File: config.mk
export PLATFORM = sky130hd
export DESIGN_NAME = q2e_div
export DESIGN_NICKNAME = d
export VERILOG_FILES = /design/src/hw/rtl/q2e_pkg.sv /design/src/hw/rtl/q2e_div.sv
export SDC_FILE = /design/constraint.sdc
export NUM_CORES = 2
export LEC_CHECK = 0
export BUFFER_PORTS_ARGS = -buffer_cell sky130_fd_sc_hd__buf_2
export CORE_ASPECT_RATIO = 1.2
export CORE_MARGIN = 2
export CORE_UTILIZATION = 40
export DETAILED_ROUTE_END_ITERATION = 10
export GPL_TIMING_DRIVEN = 0
export PLACE_DENSITY = 0.64
export RECOVER_POWER = 100
export SLEW_MARGIN = 20
export SYNTH_ARGS = -nofsm -noshare
export SYNTH_HDL_FRONTEND = slang
export SYNTH_SLANG_ARGS = --single-unit
File: constraint.sdc
create_clock -name clock -period 3.4 [get_ports clock]
set_input_delay 0.34 -clock clock [delete_from_list [all_inputs] [get_ports clock]]
set_output_delay 0.34 -clock clock [all_outputs]
set_load 0.03 [all_outputs]
File: src/hw/rtl/q2e_pkg.sv
// Shared constants, types and tables of the quaternion to Euler angles datapath.
package q2e_pkg;

   localparam int CORDIC_ITERATIONS = 16;
   localparam int CORDIC_ITER = (CORDIC_ITERATIONS < 24) ? CORDIC_ITERATIONS : 24;

   localparam int FRONT_LAT = 3;
   localparam int ISQ_STEPS = 29;
   localparam int CORDIC_LAT = CORDIC_ITER + 3;
   localparam int DIV_LAT = 19;
   localparam int ALIGN_LAT = (CORDIC_LAT > DIV_LAT) ? CORDIC_LAT : DIV_LAT;
   localparam int PIPE_DEPTH = FRONT_LAT + ISQ_STEPS + ALIGN_LAT;

   localparam int RAD_W = 57;
   localparam int ROOT_W = 29;
   localparam int ARG_W = 42;
   localparam int ANG_W = 35;
   localparam int CW = 45;
   localparam int NORM_BIT = 40;
   localparam int QW = 20;

   localparam logic [1:0] STATUS_OK = 2'd0;
   localparam logic [1:0] STATUS_NO_MARKER = 2'd1;
   localparam logic [1:0] STATUS_IGNORED = 2'd2;

   localparam logic [RAD_W-1:0] RAD_ONE = 57'h100_0000_0000_0000;
   localparam logic signed [ANG_W-1:0] PI_Q30 = 35'sd3373259426;
   localparam logic signed [ANG_W-1:0] HALF_PI_Q30 = 35'sd1686629713;

   localparam logic signed [QW-1:0] ROT_MAX = 20'sd51472;
   localparam logic signed [QW-1:0] YAW_MAX = 20'sd25736;
   localparam logic signed [QW-1:0] PITCH_MAX = 20'sd12868;

   typedef struct packed {
      logic signed [15:0] wc;
      logic signed [29:0] a;
      logic signed [33:0] yaw_y;
      logic signed [33:0] yaw_x;
      logic signed [33:0] roll_y;
      logic signed [33:0] roll_x;
      logic signed [15:0] z;
   } car_type;

   typedef struct packed {
      logic [RAD_W-1:0] n_half;
      logic [RAD_W-1:0] n_pitch;
      car_type car;
   } fr_type;

   typedef struct packed {
      logic zero;
      logic neg;
      logic big;
   } dflag_type;

   // Arctangent of 2^-i in Q30 radians.
   function automatic logic signed [ANG_W-1:0] atan_q30(input int idx);
      logic signed [ANG_W-1:0] r;
      case (idx)
         0: r = 35'sd843314856;
         1: r = 35'sd497837829;
         2: r = 35'sd263043836;
         3: r = 35'sd133525158;
         4: r = 35'sd67021686;
         5: r = 35'sd33543515;
         6: r = 35'sd16775850;
         7: r = 35'sd8388437;
         8: r = 35'sd4194282;
         9: r = 35'sd2097149;
         10: r = 35'sd1048575;
         11: r = 35'sd524287;
         12: r = 35'sd262143;
         13: r = 35'sd131071;
         14: r = 35'sd65535;
         15: r = 35'sd32767;
         16: r = 35'sd16383;
         17: r = 35'sd8191;
         18: r = 35'sd4095;
         19: r = 35'sd2047;
         20: r = 35'sd1023;
         21: r = 35'sd511;
         22: r = 35'sd255;
         23: r = 35'sd127;
         default: r = '0;
      endcase
      return r;
   endfunction

   // Rounds a Q30 angle to Q13, to nearest with ties upwards.
   function automatic logic signed [QW-1:0] q13_round(input logic signed [ANG_W+1:0] v);
      logic signed [ANG_W+1:0] s;
      s = v + 37'sd65536;
      return s[ANG_W+1:17];
   endfunction

endpackage

File: src/hw/rtl/q2e_div.sv
// Pipelined restoring divider for the rotation axis z component, with saturation.
module q2e_div (
   input logic clock,
   input logic en,
   input logic signed [15:0] z,
   input logic [q2e_pkg::ROOT_W-1:0] s28,
   output logic signed [15:0] axis,
   output logic ovf
);

   localparam int QB = 17;
   localparam int RW = 46;
   localparam int PAD = q2e_pkg::ALIGN_LAT - q2e_pkg::DIV_LAT;

   logic signed [16:0] zx_in;
   logic [16:0] mag_in;
   logic [43:0] num_in;
   q2e_pkg::dflag_type fl_in;

   logic [RW-1:0] rem_ff [QB+1];
   logic [QB-1:0] quo_ff [QB+1];
   logic [q2e_pkg::ROOT_W-1:0] den_ff [QB+1];
   q2e_pkg::dflag_type fl_ff [QB+1];

   logic [RW-1:0] rem_in [QB];
   logic [QB-1:0] quo_in [QB];

   logic signed [15:0] axis_in, axis_ff;
   logic ovf_in, ovf_ff;

   // The quotient is rounded by adding half the divisor to the dividend.
   always_comb begin
      zx_in = 17'(z);
      mag_in = zx_in[16] ? 17'(-zx_in) : 17'(zx_in);
      num_in = {mag_in[15:0], s28[q2e_pkg::ROOT_W-1:1]};
      fl_in.zero = (s28 == '0);
      fl_in.neg = z[15];
      fl_in.big = ({2'b00, num_in} >= {s28, 17'd0});
   end

   always_comb begin
      logic [RW-1:0] dsh;
      for (int k = 0; k < QB; k++) begin
         dsh = RW'(den_ff[k]) << (QB - 1 - k);
         if (rem_ff[k] >= dsh) begin
            rem_in[k] = rem_ff[k] - dsh;
            quo_in[k] = quo_ff[k] | (QB'(1) << (QB - 1 - k));
         end else begin
            rem_in[k] = rem_ff[k];
            quo_in[k] = quo_ff[k];
         end
      end
   end

   always_ff @(posedge clock) begin
      if (en) begin
         rem_ff[0] <= {2'b00, num_in};
         quo_ff[0] <= '0;
         den_ff[0] <= s28;
         fl_ff[0] <= fl_in;
         for (int k = 0; k < QB; k++) begin
            rem_ff[k+1] <= rem_in[k];
            quo_ff[k+1] <= quo_in[k];
            den_ff[k+1] <= den_ff[k];
            fl_ff[k+1] <= fl_ff[k];
         end
      end
   end

   always_comb begin
      ovf_in = 1'b0;
      axis_in = '0;
      if (fl_ff[QB].zero || fl_ff[QB].big) begin
         ovf_in = 1'b1;
         axis_in = fl_ff[QB].neg ? -16'sd32768 : 16'sd32767;
      end else if (fl_ff[QB].neg) begin
         if (quo_ff[QB] > 17'd32768) begin
            ovf_in = 1'b1;
            axis_in = -16'sd32768;
         end else begin
            axis_in = 16'(17'd0 - quo_ff[QB]);
         end
      end else begin
         if (quo_ff[QB] > 17'd32767) begin
            ovf_in = 1'b1;
            axis_in = 16'sd32767;
         end else begin
            axis_in = 16'(quo_ff[QB]);
         end
      end
   end

   always_ff @(posedge clock) begin
      if (en) begin
         axis_ff <= axis_in;
         ovf_ff <= ovf_in;
      end
   end

   generate
      if (PAD == 0) begin : g_nopad
         assign axis = axis_ff;
         assign ovf = ovf_ff;
      end else begin : g_pad
         logic signed [15:0] paxis_ff [PAD];
         logic povf_ff [PAD];
         always_ff @(posedge clock) begin
            if (en) begin
               paxis_ff[0] <= axis_ff;
               povf_ff[0] <= ovf_ff;
               for (int p = 1; p < PAD; p++) begin
                  paxis_ff[p] <= paxis_ff[p-1];
                  povf_ff[p] <= povf_ff[p-1];
               end
            end
         end
         assign axis = paxis_ff[PAD-1];
         assign ovf = povf_ff[PAD-1];
      end
   endgenerate

endmodule

==> summary.md <==
| Metric | Value |
|---|---|
| Initial antenna violation count | `1` |
| Top-count cell post-synth | `edfxtp_1` |
| Ports | `64` |
| Worst path arrival time | `4.24 ns` |
| Final worst-path cycle share | `109%` |
| Post-Place Setup Slack | `-2.81 ns` |
| Area of the mapped netlist | `0.0760 sq mm` |
| Reg2reg end | `rem_ff[11][40]` |
| Clk Latency, worst-skew pair | `0.80 ns` |
| Clk Tree Root Cell | `clkbuf_16` |
| Worst EP required | `3.94 ns` |
| Finish-stage setup viols | `261` |
| Non-filler instance count after layout | `10,134` |
| Cts bufs inserted | `148` |
| Min-Delay Path Class | `input pin to flop` |
| Global route total overflow | `0` |
| F_max | `270 MHz` |
| Flops & latches, synth | `1,333` |
| Maximum Capacitance Violations | `2` |
| Hold depth | `3` |
| Failing checks | `max-capacitance violations, max-slew violations, negative setup slack` |
| Worst r2r path cells | `14` |
| H-tree depth | `4` |
| Clk sink count | `1,333` |
| Via Count | `55,565` |
| Multi-input gate area | `0.0369 sq mm` |
| Final Cell Area | `0.0920 sq mm` |
| Commonest cells post-synth | `1,333 x edfxtp_1, 638 x inv_1, 578 x a21oi_1` |
| Vias/cell | `5.48` |
| Vias in the first global route | `55,944` |
| Power per Cell Area | `816 mW/mm^2` |
| FILL cells | `16,878` |
| Cells after synthesis | `6,993` |
| First-pass GRT wire length | `310,000 microns` |
| RSZ-0062 raised after global routing | `true` |
| Asr flop ratio synth | `0%` |
| Share of layout cells above drive strength 1 | `17.2%` |
| TritonCTS clock tree | `built` |
| Total core area | `0.189 sq mm` |
| Skew final | `0.0355 ns` |
| DP Area | `0.0798 sq mm` |
| Largest net degree at the start of global routing | `157` |
| Primary FF master, synth | `edfxtp_1` |
| Routed Wire Length | `206,000 microns` |
| Final #Nets | `8,130` |
| Synth area leaders | `edfxtp_1 53%, ha_1 8.6%, a21oi_1 3.8%, xnor2_1 3.3%, inv_1 3.2%` |
| CP Launch Type | `flop` |
| Starting density of the core | `40.2%` |
| Tightest Pin Transition | `2.06 ns` |
| Register-to-Register Setup Slack | `-0.30 ns` |
| Routed Antenna Nets | `0` |
| Drt first-iter violations | `3,405` |
| Die X | `402 microns` |
| Min-delay src | `z[1]` |
| Fin worst setup slack | `-0.298 ns` |
| PortBufs | `63` |
| Synthesized net count | `7,578` |
| Die height | `481 microns` |
| Worst Hold Endpoint | `rem_ff[0][29]` |
| WL/cell | `20.4 microns` |
| Register area share after synthesis | `52.7%` |
| Placed wire-length estimate | `152,000 microns` |
| Inst Count DP | `9,547` |
| Die area | `0.193 sq mm` |
| Final Hold Fails | `0` |
| Clock-pin slew on the worst setup and hold paths | `0.06 ns` |
| Drc violations | `0` |
| Worst-path maximum fanout | `5` |
| GRT Resource Usage Total | `20.5%` |
| Num rows | `175` |
| Syn_area_per_cell | `10.9 sq um` |
| Deepest clock path buffer count | `3` |
| Period minus WS final | `3.70 ns` |
| FF-to-FF Start | `den_ff[10][7]` |
| Status | `complete, but fails checks` |
| Drt first pass iters | `6` |
| VDD IR max | `0.605 mV` |
| Unique masters post-synth | `94` |
| Leakage dissipation | `35.7 nW` |
| GP Congestion | `0.966` |
| Register area | `0.0400 sq mm` |
| Post-synth top area share | `52.7%` |
| Number of flops mapped to enable cells by yosys | `1,333` |
| Syn. warnings | `0` |
| Max Slew Vio Count | `296` |
| P&R area growth vs syn | `21.1%` |
| Rel. slew slack | `-37.2%` |
| Crit path kind | `flop to flop` |
| Critical Path Sink Type | `flop` |
| Cell taking the most area after synthesis | `edfxtp_1` |
[how the worst max path moves through the flow]
stage                             start        endpoint  slack (ns)
after detailed placement  den_ff[8][27]   rem_ff[9][35]       -2.81
after CTS                  den_ff[6][0]   rem_ff[7][45]       -0.35
after global placement               en   quo_ff[17][1]      -18.51
after global routing       den_ff[6][0]   rem_ff[7][45]       -0.39
final                     den_ff[10][7]  rem_ff[11][40]       -0.30
after floorplan           den_ff[10][0]  rem_ff[11][36]       -0.03
[per-stage QoR]
| stage | hold WS [ns] | util [%] | power, mW | setup TNS (ns) |
|---|---|---|---|---|
| detailed placement | 0.405 | 42.2 | 53.4 | -567.40 |
| CTS | 0.00100 | 47.4 | 72.9 | -14.99 |
| finish | 0.0988 | 48.6 | 75.1 | -25.27 |
| global route | 0.0784 | 48.6 | 79.3 | -81.24 |
| floorplan | 0.400 | - | 45.7 | -0.0877 |
| global placement | 0.400 | 42.0 | 53.8 | - |
[final cells by class]
type / instances / area share, %
clock buffers: 179 / 4.20
multi-input cells: 4850 / 40.1
plain buffers: 137 / 1.15
flip-flops and latches: 1333 / 43.5
repair buffers: 434 / 3.87
repair inverters: 1 / 0.0122
inverters: 640 / 2.65
well taps: 2478 / 3.37
diodes: 1 / 0.00272
clock inverters: 81 / 1.13
[layer usage]
metal	up-vias	routed length (microns)	track usage (%)	part of all wire, %
li1	26793	-	-	-
met1	26596	72800	20.1	35
met2	1511	111000	39.9	54
met3	665	6950	2.64	3.4
met4	0	15600	13.7	7.5
met5	-	0	0	0
[logic make-up after synthesis]
logic type,after synthesis,synth area share [%]
simple gates,1887,12.2
compound gates,1806,14.7
flops,1333,52.7
buf+inv,811,4.05
fa+ha+maj,538,9.02
xor+xnor,533,6.14
mux,85,1.23
[timing repair]
| action | CTS | global route |
|---|---|---|
| resized for setup | 759 | 433 |
| pin swaps | 166 | 191 |
| hold buffers | 48 | 0 |
| cloned | 17 | 1 |
| hold endpoints to repair | 119 | 0 |
| buffers inserted | 172 | 137 |
| endpoints found under the setup margin | 605 | 670 |
[state kept, by name, indices dropped and copies added, names as in the netlist]
name,flops
ovf,1
axis,16
quo_ff,153
den_ff,492
rem_ff,617
fl_ff,54
[power breakdown]
| part | switching, mW | internal [mW] | leakage [nW] |
|---|---|---|---|
| Combinational | 18.4 | 14.1 | 20.5 |
| Sequential | 2.91 | 23.5 | 12.9 |
| Clock | 6.62 | 9.52 | 2.37 |
[placed cells by master (no fill, tap or decap), types with 165 or more instances in the layout]
cell type,Yosys,routed
a21o_1,239,239
a21oi_1,578,504
xor2_1,249,246
ha_1,522,433
o21ai_0,465,374
nand2_1,571,532
buf_4,0,211
xnor2_1,284,282
edfxtp_1,1333,1333
inv_1,638,622
clkbuf_1,132,165
nor2_1,425,383
[worst max-delay path, stage by stage, from the launching register on]
cell and delay [ns]:
edfxtp_1 0.47, inv_2 0.10, ha_4 0.17, fa_2 0.38, nor2b_2 0.15, o31a_1 0.24
nor3_2 0.09, o31ai_4 0.35, a41oi_4 0.21, o31ai_4 0.33, a31oi_4 0.16, o21a_4 0.31
clkbuf_16 0.19, a211oi_4 0.17, xor2_1 0.11
No activity file was read; power rests on OpenSTA's default activity.
